### config.mk
export PLATFORM = sky130hd
export DESIGN_NAME = hsbp_packer
export DESIGN_NICKNAME = d
export VERILOG_FILES = /design/src/sv/hsbp_pkg.sv /design/src/sv/hsbp_packer.sv
export SDC_FILE = /design/constraint.sdc
export NUM_CORES = 1
export LEC_CHECK = 0
export ABC_AREA = 1
export BUFFER_PORTS_ARGS = -buffer_cell sky130_fd_sc_hd__buf_4
export CORE_AREA = 5 5 77 79
export CTS_CLUSTER_SIZE = 12
export DETAILED_ROUTE_END_ITERATION = 8
export DIE_AREA = 0 0 82 84
export PLACE_DENSITY = 0.8
export SLEW_MARGIN = 20
export SYNTH_ARGS = -nofsm -noshare
export SYNTH_HDL_FRONTEND = slang
export SYNTH_SLANG_ARGS = --single-unit
### constraint.sdc
create_clock -name clk -period 4.1 [get_ports clk]
set_clock_uncertainty 0.05 [all_clocks]
set_input_delay 0.41 -clock clk [delete_from_list [all_inputs] [get_ports clk]]
set_output_delay 0.41 -clock clk [all_outputs]
set_load 0.02 [all_outputs]
### src/sv/hsbp_pkg.sv
// Shared types and constants for the Huffman symbol bit packer.
package hsbp_pkg;

	localparam int unsigned CODE_W  = 16;
	localparam int unsigned LEN_W   = 5;
	localparam int unsigned BYTE_W  = 8;
	localparam int unsigned HELD_W  = 3;
	localparam int unsigned ACC_W   = 7;
	localparam int unsigned MERGE_W = ACC_W + CODE_W;

	typedef enum logic [1:0] {
		REQ_LOAD   = 2'd0,
		REQ_ENCODE = 2'd1,
		REQ_FLUSH  = 2'd2,
		REQ_NONE   = 2'd3
	} req_t;

	typedef struct packed {
		logic [1:0]        count;
		logic [BYTE_W-1:0] byte0;
		logic [BYTE_W-1:0] byte1;
		logic              last;
	} pack_out_t;

endpackage

### src/sv/hsbp_packer.sv
// Bit accumulator with shift-merge: appends one code and emits up to two bytes, or flushes the partial byte.
module hsbp_packer (
	input  logic                        clk,
	input  logic                        arst_n,
	input  logic                        en,
	input  hsbp_pkg::req_t              req,
	input  logic                        hit,
	input  logic [hsbp_pkg::LEN_W-1:0]  len,
	input  logic [hsbp_pkg::CODE_W-1:0] code,
	output hsbp_pkg::pack_out_t         res
);
	import hsbp_pkg::*;

	logic [ACC_W-1:0]   acc_q;
	logic [HELD_W-1:0]  held_q;
	logic [MERGE_W-1:0] merged;
	logic [LEN_W-1:0]   total;
	logic [MERGE_W:0]   aligned;
	logic [ACC_W:0]     keep_mask;
	logic [BYTE_W-1:0]  flush_byte;
	logic [ACC_W-1:0]   acc_d;
	logic [HELD_W-1:0]  held_d;

	assign merged     = (MERGE_W'(acc_q) << len) | MERGE_W'(code);
	assign total      = LEN_W'(held_q) + len;
	assign aligned    = {1'b0, merged} << (LEN_W'(MERGE_W + 1) - total);
	assign keep_mask  = ((ACC_W+1)'(1) << total[HELD_W-1:0]) - (ACC_W+1)'(1);
	assign flush_byte = {1'b0, acc_q} << (4'd8 - {1'b0, held_q});

	always_comb begin
		res    = '0;
		acc_d  = acc_q;
		held_d = held_q;
		unique case (req)
			REQ_ENCODE: begin
				if (hit) begin
					res.count = total[LEN_W-1:HELD_W];
					res.byte0 = aligned[MERGE_W:MERGE_W-BYTE_W+1];
					res.byte1 = aligned[MERGE_W-BYTE_W:MERGE_W-2*BYTE_W+1];
					acc_d     = merged[ACC_W-1:0] & keep_mask[ACC_W-1:0];
					held_d    = total[HELD_W-1:0];
				end
			end
			REQ_FLUSH: begin
				res.count = 2'd1;
				res.byte0 = flush_byte;
				res.last  = 1'b1;
				acc_d     = '0;
				held_d    = '0;
			end
			default: begin
			end
		endcase
		if (!en) begin
			res.count = 2'd0;
		end
	end

	always_ff @(posedge clk or negedge arst_n) begin
		if (!arst_n) begin
			acc_q  <= '0;
			held_q <= '0;
		end else if (en) begin
			acc_q  <= acc_d;
			held_q <= held_d;
		end
	end

endmodule

; Yosys cells after proc, flatten, opt, wreduce, memory -nomap -nowiden
; Index checks and enable logic that the tools add are counted.
; W data, S select, Z words.
[totals]
inputBits = 27
regBits = 10
wordCells = 26
output_inout_bits = 19
[classes]
n_addsub = 4
n_mux = 9
n_eq_ne = 3
shifts = 4
bitwise = 2
reduce_logical = 2
[ops]
columns = cell, count
row1 = $shl A23 B5 Y24, 1
row2 = $or A23 B16 Y23, 1
row3 = $shl A7 B5 Y23, 1
row4 = $pmux W10 S2, 1
row5 = $mux W18, 1
row6 = $pmux W7 S2, 1
row7 = $mux W8, 1
row8 = $shl A7 B4 Y8, 1
row9 = $and A7 B7 Y7, 1
row10 = $mux W7, 1
row11 = $shl A1 B3 Y7 const A, 1
row12 = $sub A7 B2 Y7 const B, 1
row13 = $pmux W3 S2, 1
row14 = $add A3 B5 Y5, 1
row15 = $sub A5 B5 Y5 const A, 1
row16 = $sub A4 B3 Y4 const A, 1
row17 = $mux W3, 1
row18 = $reduce_and A3 Y1, 1
row19 = $eq A2 B1 Y1 const B, 1
row20 = $eq A2 B2 Y1 const B, 1
row21 = $mux W2, 1
row22 = $ne A2 B2 Y1 const B, 1
row23 = $reduce_bool A2 Y1, 1
row24 = $mux W1, 1

; Logic depth before layout (Yosys ltp)
[depth]
ltp_word = 6
ltp_mapped = 17
depth_no_buf = 16

; Least setup slack after synthesis
; No wires, ideal clock.
[synth_path]
path_type = reg-to-output
start = reg held_q[0]
end = out res[10] (netlist name)
stages_incl_launch_ff = 13
required_ps = 3640
n_path_buf = 4
t_arrival_ps = 3033
slack_ps = 607
path_cell_list = dfrtp_1 ha_1 buf_2 clkinv_1 buf_1 ha_1 ha_1 clkbuf_1 buf_1 nand4_1 o21ai_1 nand2_1 a21oi_1
[synth_rtl]
columns = element, line_no
row1 = start: declaration, hsbp_packer.sv:15  ; logic [HELD_W-1:0] held_q;
row2 = start signal: assignment, hsbp_packer.sv:65  ; held_q <= held_d;
row3 = end: declaration, hsbp_packer.sv:10  ; output hsbp_pkg::pack_out_t res

==> out/qor.txt <==
Outcome = completed
Post_cts resized = 0
Largest area contributor in the synthesized netlist = nand3_1
CP Capture Type = output pin
# DRC = 0
Number of library cell types mapped by synthesis = 45
RSZ-0062 raised after global routing = no
CTS Root Buffer Type = clkbuf_8
Die area = 6888 sq um
Max-Cap Viols = 0
Max Buffers Root-to-Sink = 2
# fillers = 521
Routed length per instance = 17.01 microns
Yosys reg bits = 10
Met2 WL = 4952 microns
Num rows = 27
Achievable frequency = 267.0 MHz
Post-DP HPWL = 8486 microns
Crit path DAT = 3.28 ns
GRT Util Overall = 31.28%
Starting density of the core = 56.10%
CTS Sinks = 10
Crit Path Max Fanout = 20
Max-slew violations = 0
WS Path Type = reg -> out
Iteration-0 DRC Markers = 280
Vias in the first global route = 3552
Cells after DPL = 616
Placer congestion estimate = 1.013
Core box area = 5270 sq um
Top-count cell post-synth = nand3_1
EDFF count, synth = 0
HP Class = in -> async
Critical path launch point type = register
Cell area power density = 807.1 nW/um^2
Diodes inserted = 0
Clk Latency, worst-skew pair = 0.23 ns
Syn avg cell area = 5.653 sq um
Period utilization = 91.34%
Slew @ Worst Pin = 0.6550 ns
Total congestion overflow = 0
Met3 WL post-DR = 1003 microns
Pin count of the biggest net entering global routing = 27
Initial antenna violation count = 0
# nets final = 591
Post-synth top area share = 28.95%
Synth Net Count = 564
Yosys warns = 0
Hold Violations, Final = 0
Number of port buffers = 45
Vias post-DR = 3883
Clk slew on worst S/H paths = 0.05 ns
Area of the multi-input gates = 2356 sq um
Mapped Cells = 523
Worst hold margin = 0.4953 ns
Top post-synthesis cells by count = nand3_1 (171), nand2_1 (106), inv_1 (40)
Pre-Repair DR Iteration Count = 5
Final std cells w/o fill = 620
Routed metal-1 wire length = 4208 microns
Fin crit period = 3.745 ns
Static Leak = 1.566 nW
Setup tns final = 0 ns
Fraction of layout cells with a size suffix above 1 = 15.15%
Sequential share of the synthesized area = 8.464%
Async set or reset register ratio after synthesis = 100.0%
FF+latch area = 250.2 sq um
Top layer in use = met4
Headroom to the max-slew limit = 56.06%
Die X = 82 microns
Num ports = 46
Clock buffer count from CTS = 3
H-tree Lvls = 1
Ys flop type = dfrtp_1
CTS tree = done
Die extent in y = 84 microns
Via density = 6.263
Required @ worst endpoint = 3.64 ns
Worst VDD drop = 0.0005257 V
First-pass GRT wire length = 17000 microns
Routed wire length = 10550 microns
P&R area growth vs syn = 12.61%
Final setup fails = 0
Synth top area cells = nand3_1 (29%), nand2_1 (13%), dfrtp_1 (8.5%), ha_1 (5.5%), a21oi_1 (5.4%)
Post-Syn Area = 2957 sq um
Final ANT Viol Nets = 0
-- power breakdown --
part | switching, mW | internal [mW]
Clock | 0.0378 | 0.0643
Combinational | 1.61 | 0.781
Sequential | 0.0576 | 0.137
Total | 1.70 | 0.983
-- registers in the layout, indices dropped and copies added, names as in the netlist --
name	flops
acc_q	7
held_q	3
-- worst max-delay path, stage by stage (launching register included) --
cell and delay [ns]:
dfrtp_1 0.39, ha_1 0.21, fa_1 0.56, inv_1 0.10
ha_1 0.24, ha_1 0.31, inv_1 0.46, nand3_1 0.20
nand3_1 0.12, nand3_1 0.10, nand2_1 0.12, a21oi_1 0.07
buf_4 0.17
-- cell type report --
cell class / instances / share of cell area [%]
Tap cell: 72 / 2.706
Clock buffer: 3 / 1.240
Sequential cell: 10 / 7.516
Multi-Input combinational cell: 432 / 70.76
Timing Repair Buffer: 52 / 11.80
Inverter: 51 / 5.975
-- layout by cell type, fill, tap and decap left out, drive strengths merged --
cell type	count
nor4	1
fa	1
nand3	172
o22ai	2
o21bai	1
a221oi	1
o32ai	3
o211ai	1
nor3b	1
nor3	7
o2bb2ai	2
nor2	25
inv	49
o21ai	23
xnor2	4
dlygate4sd3	1
nand4	18
xor2	5
ha	13
nand2	109
a211oi	8
dfrtp	10
a21oi	34
buf	51
clkbuf	3
or2	1
clkinv	2
-- stage by stage --
stage	setup WS [ns]	power [mW]	util, %	cell area [sq um]
2_1_floorplan	0.6068	1.971	-	2957
3_5_place_dp	0.4306	2.508	62.20	3278
3_3_place_gp	0.4337	2.504	62.20	3278
4_1_cts	0.3981	2.624	63.18	3329
6_report	0.3553	2.687	63.18	3329
5_1_grt	0.1734	2.921	63.18	3329
-- kinds of logic after synthesis --
| family | after synthesis | synth area share [%] |
|---|---|---|
| buffers and inverters | 81 | 11.85 |
| DFF | 10 | 8.464 |
| xor gates and xnor gates | 9 | 4.190 |
| and+or+nand+nor | 334 | 53.41 |
| AOI/OAI and AO/OA | 75 | 15.91 |
| adders and majority gates | 14 | 6.179 |
-- routing by layer --
layer,track usage (%),vias to the layer above
met5,0,-
met4,10.73,0
met3,5.076,34
met2,49.67,220
met1,42.13,1751
li1,-,1878
-- repair_timing --
action,in CTS,in global routing
hold buffers,1,0
hold endpoints to repair,10,0
setup buffers,0,0
-- path summary, 6_finish.rpt --
path,slack [ns],start,to,depth (start not counted)
min in group clk,0.53,code[2],acc_q[2],3
setup / recovery,0.36,held_q[0],res[16],12
hold / removal,0.50,arst_n,acc_q[1],2
hold reg to reg,0.58,acc_q[4],acc_q[4],2
setup reg to reg,1.33,held_q[0],acc_q[6],11
max in group asynchronous,3.36,arst_n,acc_q[3],2
Power figures use the tool's default switching activity.
