## config.mk

```make
export PLATFORM = sky130hd
export DESIGN_NAME = hsbp_out_fifo
export DESIGN_NICKNAME = d
export VERILOG_FILES = /design/src/sv/hsbp_pkg.sv /design/src/sv/hsbp_out_fifo.sv
export SDC_FILE = /design/constraint.sdc
export NUM_CORES = 1
export LEC_CHECK = 0
export BUFFER_PORTS_ARGS = -buffer_cell sky130_fd_sc_hd__buf_4
export CAP_MARGIN = 40
export CORE_UTILIZATION = 40
export CTS_CLUSTER_DIAMETER = 60
export DETAILED_ROUTE_END_ITERATION = 8
export PLACE_DENSITY = 0.61
export SYNTH_ARGS = -nofsm -noshare
export SYNTH_HDL_FRONTEND = slang
export SYNTH_SLANG_ARGS = --single-unit
```

## constraint.sdc

```tcl
create_clock -name clk -period 2 [get_ports clk]
set_clock_uncertainty 0.2 [all_clocks]
set_input_delay 0 -clock clk [delete_from_list [all_inputs] [get_ports clk]]
set_output_delay 0 -clock clk [all_outputs]
set_load 0.01 [all_outputs]
```

## src/sv/hsbp_pkg.sv

```systemverilog
// Shared types and constants for the Huffman symbol bit packer.
package hsbp_pkg;

	localparam int unsigned CODE_W  = 16;
	localparam int unsigned LEN_W   = 5;
	localparam int unsigned BYTE_W  = 8;
	localparam int unsigned HELD_W  = 3;
	localparam int unsigned ACC_W   = 7;
	localparam int unsigned MERGE_W = ACC_W + CODE_W;

	typedef enum logic [1:0] {
		REQ_LOAD   = 2'd0,
		REQ_ENCODE = 2'd1,
		REQ_FLUSH  = 2'd2,
		REQ_NONE   = 2'd3
	} req_t;

	typedef struct packed {
		logic [1:0]        count;
		logic [BYTE_W-1:0] byte0;
		logic [BYTE_W-1:0] byte1;
		logic              last;
	} pack_out_t;

endpackage

```

## src/sv/hsbp_out_fifo.sv

```systemverilog
// Four-entry output queue: takes up to two words a cycle, gives one while m_tready is high.
module hsbp_out_fifo (
	input  logic                        clk,
	input  logic                        arst_n,
	input  hsbp_pkg::pack_out_t         push,
	output logic                        room,
	output logic                        m_tvalid,
	input  logic                        m_tready,
	output logic [hsbp_pkg::BYTE_W-1:0] m_tdata,
	output logic                        m_tlast
);
	import hsbp_pkg::*;

	logic [BYTE_W:0] mem [4];
	logic [1:0]      wr_q;
	logic [1:0]      rd_q;
	logic [2:0]      cnt_q;
	logic            pop;

	assign room     = (cnt_q <= 3'd2);
	assign m_tvalid = (cnt_q != 3'd0);
	assign pop      = m_tvalid & m_tready;
	assign m_tdata  = mem[rd_q][BYTE_W-1:0];
	assign m_tlast  = mem[rd_q][BYTE_W];

	always_ff @(posedge clk) begin
		if (push.count != 2'd0) begin
			mem[wr_q] <= {push.last, push.byte0};
		end
		if (push.count == 2'd2) begin
			mem[wr_q + 2'd1] <= {1'b0, push.byte1};
		end
	end

	always_ff @(posedge clk or negedge arst_n) begin
		if (!arst_n) begin
			wr_q  <= '0;
			rd_q  <= '0;
			cnt_q <= '0;
		end else begin
			wr_q  <= wr_q + push.count;
			rd_q  <= rd_q + 2'(pop);
			cnt_q <= cnt_q + 3'(push.count) - 3'(pop);
		end
	end

endmodule

```

=== Yosys cells after proc, flatten, opt, wreduce, memory -nomap -nowiden ===
Memories as Yosys holds them, arrays and structs flattened.
Cells that the tools add are included.

* $add $sub $neg: 5
* Reductions and logical operators: 2
* $lt $le $gt $ge: 1
* Bitwise logic cells: 1
* Eq/ne operators: 1
* Multiplexer cells: 4

{| class="wikitable"
|+ Operator list
! operator !! count
|-
| 2-to-1 mux 1 bit || 4
|-
| adder 3 x 2 -> 3 bit || 1
|-
| less-or-equal comparator 3 x 2 -> 1 bit, second input constant || 1
|-
| nonzero test 3 bit || 1
|-
| subtractor 3 x 1 -> 3 bit || 1
|-
| adder 2 x 1 -> 2 bit || 1
|-
| adder 2 x 1 -> 2 bit, second input constant || 1
|-
| adder 2 bit || 1
|-
| equality test 2 bit, second input constant || 1
|-
| nonzero test 2 bit || 1
|-
| AND 1 bit || 1
|}

* Output and inout bits: 11
* Bits in registers: 7
* Memories: 1
* Memory bits (writable): 36
* Logic and storage cells: 18
* Input bits: 22

{| class="wikitable"
|+ Memory list
! name !! depth !! bits a word !! rd ports !! clocked after Yosys merged registers in !! wr ports !! line !! source
|-
| mem || 4 || 9 || 1 || 0 || 2 || hsbp_out_fifo.sv:14 || <nowiki>logic [BYTE_W:0] mem [4];</nowiki>
|}

=== Depth between registers and ports, before layout ===
Gate-level depths: netlist of run 1.

* Depth in word-level cells: 3
* Depth in mapped cells: 7
* Gate-level depth less buffers: 7

=== Worst setup path after synthesis of run 1 ===
No wires, ideal clock.

* Path kind: reg2reg
* Start: register wr_q[1]
* End: memory mem[1][0] (netlist name), enable pin
* Stages on the path, launching flop included: 3
* Arrival: 1.272 ns
* Data required time: 1.414 ns
* Buffers on the path: 1
* Path slack: 0.142 ns
* Period minus slack after synthesis: 1.858 ns
* Setup time: 0.386 ns
* Cells stage by stage: dfrtp_1 -> buf_4 -> nor3_1

{| class="wikitable"
|+ RTL lines
! item !! line !! source
|-
| start, declared || hsbp_out_fifo.sv:15 || <nowiki>logic [1:0] wr_q;</nowiki>
|-
| start signal, assigned || hsbp_out_fifo.sv:41 || <nowiki>wr_q <= wr_q + push.count;</nowiki>
|-
| end, declared || hsbp_out_fifo.sv:14 ||
|}

=== Final worst setup path of run 1 ===
* Start: input port push[18] (netlist name)
* End: register cnt_q[2]

* Word-level cells in the longest chain between the ends: 2

{| class="wikitable"
|+ RTL lines
! item !! line !! source
|-
| start, declared || hsbp_out_fifo.sv:5 || <nowiki>input hsbp_pkg::pack_out_t push,</nowiki>
|-
| adder 3 x 2 -> 3 bit || hsbp_out_fifo.sv:43 || <nowiki>cnt_q <= cnt_q + 3'(push.count) - 3'(pop);</nowiki>
|-
| subtractor 3 x 1 -> 3 bit || hsbp_out_fifo.sv:43 ||
|-
| end signal, assigned || hsbp_out_fifo.sv:43 ||
|-
| end, declared || hsbp_out_fifo.sv:17 || <nowiki>logic [2:0] cnt_q;</nowiki>
|}

Every way passes these cells.

==> results of run 1 <==
critical path, stage by stage:
cell	delay [ns]
dlygate4sd3_1	0.53
buf_4	0.24
inv_1	0.07
ha_1	0.32
fa_1	0.44
xor2_1	0.16
xnor2_1	0.12
timing repair:
action	CTS	global route
hold buffers	22	0
endpoints found under the hold margin	47	0
resized for setup	0	0
stage by stage:
stage | std cells | utilization (%)
global placement | 282 | 50.4
finish | 312 | 56.2
global route | 312 | 56.2
floorplan | 173 | -
detailed placement | 282 | 50.4
CTS | 312 | 56.2
cell type report:
type	count	area, um^2	area share (%)
clock buffers	7	76.3	2.61
clock inverters	1	5.00	0.171
inverters	8	30.0	1.03
multi-input cells	110	896	30.6
flip-flops and latches	43	1220	41.6
well taps	70	87.6	2.99
repair buffers	73	616	21.0
cells by family (layout without fill, tap and decap cells):
| kind of cell | Yosys count | in the layout | share of synthesized area (%) |
|---|---|---|---|
| AND/OR/NAND/NOR | 49 | 49 | 11.6 |
| AO/OA/AOI/OAI | 41 | 41 | 14.4 |
| adder cells (fa/ha/maj) | 4 | 4 | 2.61 |
| buffers and inverters | 20 | 89 | 4.20 |
| XOR/XNOR | 6 | 6 | 2.38 |
| multiplexers | 10 | 10 | 9.65 |
| flip-flops | 43 | 43 | 55.2 |
registers in the layout, summed over array words and instances (netlist names):
register / flops
cnt_q: 3
mem: 36
rd_q: 2
wr_q: 2
path summary, 6_finish.rpt:
kind	end	from	slack [ns]	cells past startpoint
worst max-delay path	cnt_q[2]	push[18]	0.1	7
worst min-delay path	mem[1][8]	mem[1][8]	0.28	2
worst max register to register	cnt_q[2]	cnt_q[2]	0.13	7
worst min register to register	mem[1][8]	mem[1][8]	0.28	2
max in group asynchronous	rd_q[1]	arst_n	0.89	3
min in group asynchronous	wr_q[1]	arst_n	0.46	3
per-layer routing:
layer	vias to the layer above	GRT usage (%)	routed length, um
li1	809	-	-
met1	858	24.0	2100
met2	58	33.1	2630
met3	4	3.95	304
met4	0	3.85	27
met5	-	0	0
power groups by stage:
stage | Sequential [mW] | Combinational, mW | Clock (mW)
global placement | 1.67 | 1.92 | 0
floorplan | 1.55 | 1.24 | 0
detailed placement | 1.70 | 1.96 | 0
CTS | 1.69 | 1.99 | 0.525
finish | 1.68 | 1.97 | 0.517
global route | 1.73 | 2.16 | 0.566
cell usage in the layout, fill, tap and decap left out, types with 7 or more instances in the layout:
master         count
a32o_1            12
buf_4             50
dfrtp_1            7
dlygate4sd3_1     22
edfxtp_1          32
inv_1              8
mux4_2             9
nand2_1           11
nand3_1            9
nor2_1            13
nor2b_1            8
o21ai_0            9
==> impl_results.md, run 1 <==
* Global-route wire length before repair at around 8.5 mm
* Final setup fails at 0
* Clk pwr share at 12.4%
* 1st-iter DRT viols at roughly 110
* Worst vdd ir at 619 uV
* Slew Limit Headroom at 65.9%
* Share of cells above drive strength 1 at 28.1%
* Clock slew at reported path FFs at 0.07 ns
* Routed Antenna Nets at 0
* Setup crit end kind: flop
* Post-Syn Instances at around 170
* Flop pwr share at 40.3%
* Startpoint types: input port
* Pint at 2.73 mW
* DP Area at 0.00263 mm^2
* Num ports at 33
* Area contributors post-synth: edfxtp_1, mux4_2, dfrtp_1, a32o_1, dfxtp_1
* Hold Crit Class: flop to flop
* PnR worst setup slack at 0.0957 ns
* Hpwl dp at approximately 3.6 mm
* Req. time, crit path at a little under 2 ns
* Pre-CTS WS at 0.137 ns
* Post-synth ARST share at between 10% and 20%
* Total GRT Usage at 18.8%
* Sequential share of the synthesized area at 55.2%
* P per Cell Area at 1420 mW/mm^2
* GP Congestion at 0.878
* Total power at 4.16 mW
* Number of synthesized flops with an enable pin at 32
* # port buffers at 32
* Vias in the first global route at 1722
* Mapped Nets at slightly below 200
* Final wirelength at 5.06 mm
* Leakage at approximately 1.1 nW
* GRT overflow at 0
* Total negative slack at 0 ns
* WS Path Type: input port to flop
* Synth Flop Type: edfxtp_1
* CTS Buf Count at 5
* Post-synth cell types at 35
* Post-CTS setup buffers at 0
* # fillers at ~450
* Area share of the largest cell type after synthesis at 43.6%
* P&R area growth vs syn at 32.7%
* Yosys Warn Count at 0
* Std cell rows at 26
* Yosys reg bits at 43
* Final Slew Violations at 0
* Core region area at 0.00520 mm^2
* Max_cap viols at 0
* Worst endpoint data arrival time at 1.88 ns
* Peak Freq at 525 MHz
* Die area at 0.00581 mm^2
* Minimum clock period after layout at roughly 1.9 ns
* Most frequent cells after synthesis: edfxtp_1, nor2_1, a32o_1, nand2_1
* CTS tree: yes
* Via density at approximately 5.5
* Die Span Y at about 76 um
* Pin count of the biggest net entering global routing at 23
* N_diodes at 0
* Final Hold Fails at 0
* Worst hold margin at around 0.28 ns
* RSZ-0062 raised after global routing: no
* Outcome: finished, final reports clean
* Clock tree buffer depth at 2
* Yosys top cell by area: edfxtp_1
* Post-route cell area at 0.00293 mm^2
* Worst slew pin tran at between 0.5 and 0.6 ns
* DRC Markers at 0
* Final cycle utilization of the critical path at approximately 95%
* Mean Syn Cell Area at 12.7 um^2
* Switching pwr at 1.44 mW
* Sw Ratio at 34.5%
* Final net count at 267
* Clock insertion delay at the later pin of the skew report at roughly 0.28 ns
* Chip Width at 76.2 um
* Count leader, synth: edfxtp_1
* Detailed Routing Iterations Pass 1 at 5
* Combinational Power Share at 47.3%
* Via Count at 1729
* Mapped Area at ~0.0022 mm^2
* CTS Sinks at 43
* H-tree Lvls at 2
* Critical Path Fanout Max at 22
* Initial antenna violation count at 0
* Root buffer selected by CTS: clkbuf_8
* Initial Util at 42.4%
* Routed len/inst at 16.2 um
Power figures use the tool's default switching activity.
==> inputs of run 2 (changes only) <==
--- a/config.mk
+++ b/config.mk
@@ -5,7 +5,7 @@
 export SDC_FILE = /design/constraint.sdc
 export NUM_CORES = 1
 export LEC_CHECK = 0
-export BUFFER_PORTS_ARGS = -buffer_cell sky130_fd_sc_hd__buf_4
+export BUFFER_PORTS_ARGS = -buffer_cell sky130_fd_sc_hd__clkbuf_2
 export CAP_MARGIN = 40
 export CORE_UTILIZATION = 40
 export CTS_CLUSTER_DIAMETER = 60
==> constraint.sdc (replaced) <==
create_clock -name clk -period 1.6 [get_ports clk]
set_clock_uncertainty 0.2 [all_clocks]
set_input_delay 0 -clock clk [delete_from_list [all_inputs] [get_ports clk]]
set_output_delay 0 -clock clk [all_outputs]
set_load 0.01 [all_outputs]
==> run 2 against run 1 <==
  * The flow now finishes with violations (hold timing, setup timing)
  * Combinational power up 51%
  * Via count up 3.8%
  * Sequential share of layout area down 2.3 points
  * Register-to-register slack worse by 0.29 ns
  * Worst setup slack worse by 0.25 ns
  * Power up 36%
  * Clock power up 36%
  * First-iteration DRC count down 18%
  * Clock-buffer cell count unchanged
  * Flip-flop and latch count unchanged
  * Utilization up 3.5 points
  * Critical endpoint unchanged
  * Highest routed layer unchanged
==> impl_results.md, run 2 (synthesis results as in run 1) <==
* # port buffers at 32 (unchanged)
* Max_cap viols at 0 (unchanged)
* Hpwl dp at 3.89 mm (+7.0%)
* GRT overflow at 0 (unchanged)
* Critical Path Fanout Max at 3 (-86%)
* Total GRT Usage at 20.2% (+1.4 points)
* CTS Buf Count at 5 (unchanged)
* Commonest non-fill, non-tap cell in the layout: buf_4
* RSZ-0062 raised after global routing: yes
* Most flop-heavy register: mem
* N_diodes at 0 (unchanged)
* Final cycle utilization of the critical path at 110%
* Die Span Y at 76.2 um (unchanged)
* Die area at 0.00581 mm^2 (unchanged)
* Req. time, crit path at 1.58 ns (-0.39 ns)
* Max FFs per register at 36 (unchanged)
* Failing checks: hold timing, setup timing
* Initial antenna violation count at 0 (unchanged)
* Clock tree buffer depth at 2 (unchanged)
* Via Count at 1795 (+3.8%)
* Initial Util at 42.4% (unchanged)
* Pin count of the biggest net entering global routing at 34 (+48%)
* PnR worst setup slack at -0.156 ns (-0.251 ns)
* Clock slew at reported path FFs at 0.07 ns (about the same)
* Multi-input gate area at 985 um^2 (+9.9%)
* P&R area growth vs syn at 41.0%
* WS Path Type: flop to flop
* Clock insertion delay at the later pin of the skew report at 0.30 ns (+0.02 ns)
* Minimum clock period after layout at approximately 1.8 ns
* Vias in the first global route at 1838 (+6.7%)
* Routed len/inst at 16.6 um (+2.5%)
* Final wirelength at 5.52 mm (+9.1%)
* Num ports at 33 (unchanged)
* Hold_sp: push[17]
* Reg area at 0.00122 mm^2 (+0.21%)
* Detailed Routing Iterations Pass 1 at 4 (-1)
* Slew Limit Headroom at 71.4% (+5.5 points)
* DRC Markers at 0 (unchanged)
* RR Startpoint: cnt_q[1]
* Worst reg2reg setup slack at -0.16 ns (-0.29 ns)
* Worst vdd ir at 949 uV (+53%)
* Final setup fails at 12 (+12)
* # fillers at 442 (-0.67%)
* Hold Crit Class: input port to flop
* Core region area at 0.00520 mm^2 (unchanged)
* Largest regs: mem x36, cnt_q x3
* Final std cells w/o fill at 332 (+6.4%)
* GP Congestion at 0.806 (-8.3%)
* Post-route cell area at 0.00311 mm^2 (+6.2%)
* R2R depth at 7 (unchanged)
* Placed cell count at 293 (+3.9%)
* Chip Width at 76.2 um (unchanged)
* Worst hold margin at -0.00978 ns (-0.290 ns)
* Setup crit end kind: flop
* Startpoint types: flop
* Routed Antenna Nets at 0 (unchanged)
* Pre-CTS WS at -0.169 ns (-0.306 ns)
* P per Cell Area at 1820 mW/mm^2 (+28%)
* Share of cells above drive strength 1 at 42.7% (+15 points)
* Total power at 5.67 mW (+36%)
* 1st-iter DRT viols at 91 (-18%)
* Worst slew pin tran at 0.427 ns (-0.0840 ns)
* Peak Freq at roughly 570 MHz
* Worst endpoint data arrival time at 1.74 ns (-0.14 ns)
* DP Area at 0.00263 mm^2 (+0.19%)
* Reg-to-Reg End: cnt_q[2]
* CTS tree: yes
* Final Slew Violations at 0 (unchanged)
* Via density at 5.41 (-2.4%)
* Final Hold Fails at 1 (+1)
* Leakage at 1.25 nW (+8.9%)
* Hold Crit Depth at 2 (unchanged)
* Root buffer selected by CTS: clkbuf_8
* Cts hold-fix bufs at 20 (-9.1%)
* CTS Sinks at 43 (unchanged)
* H-tree Lvls at 2 (unchanged)
* Outcome: finished, violations left
* Most frequent cells in the layout: buf_4, edfxtp_1, clkbuf_2
* WHS Endpoint: cnt_q[0]
* Global-route wire length before repair at 8.95 mm (+5.6%)
* Std cell rows at 26 (unchanged)
* Final net count at 287 (+7.5%)
[run 2: final cells by class]
| cell class | instances | area share, % |
|---|---|---|
| clock inverters | 1 | 0.121 |
| flip-flops and latches | 43 | 39.2 |
| inverters | 8 | 0.966 |
| well taps | 70 | 2.82 |
| multi-input cells | 110 | 31.7 |
| repair buffers | 93 | 22.4 |
| clock buffers | 7 | 2.78 |
[run 2: what timing repair did]
item                                    in CTS  in global routing
endpoints found under the setup margin      65                 66
setup buffers                                6                  6
pin swaps                                    2                 10
hold endpoints to repair                    46                  1
resized for setup                            7                 28
[run 2: layer usage]
layer | global-route usage (%) | vias up | part of all wire, %
met5 | 0 | - | 0
met4 | 8.08 | 0 | 1.8
met3 | 3.11 | 11 | 4.3
met2 | 37.4 | 50 | 53
met1 | 23.2 | 884 | 41
li1 | - | 850 | -
[run 2: per-stage QoR]
stage | utilization [%] | setup TNS (ns)
2_1_floorplan | - | -0.333
3_3_place_gp | 50.5 | -1.02
3_5_place_dp | 50.5 | -2.50
4_1_cts | 57.2 | -1.07
5_1_grt | 59.7 | -1.81
6_report | 59.7 | -0.902
[run 2: worst max path at each step]
stage	slack, ns	endpoint	start
floorplan	-0.09	cnt_q[2]	cnt_q[2]
global placement	-0.09	cnt_q[2]	cnt_q[1]
detailed placement	-0.17	cnt_q[2]	cnt_q[1]
CTS	-0.16	cnt_q[2]	cnt_q[1]
global route	-0.25	cnt_q[2]	cnt_q[1]
finish	-0.16	cnt_q[2]	cnt_q[1]
[run 2: worst max-delay path, stage by stage (launching register included)]
cell,delay (ns)
dfrtp_1,0.39
o21ai_2,0.08
mux2i_1,0.15
ha_2,0.20
inv_2,0.04
fa_2,0.33
xor2_1,0.15
xnor2_1,0.12
[run 2: report_power, final]
part	switching, mW	internal (mW)	total (mW)
clock	0.357	0.346	0.703
sequential	0.209	1.79	1.99
combinational	1.42	1.56	2.97
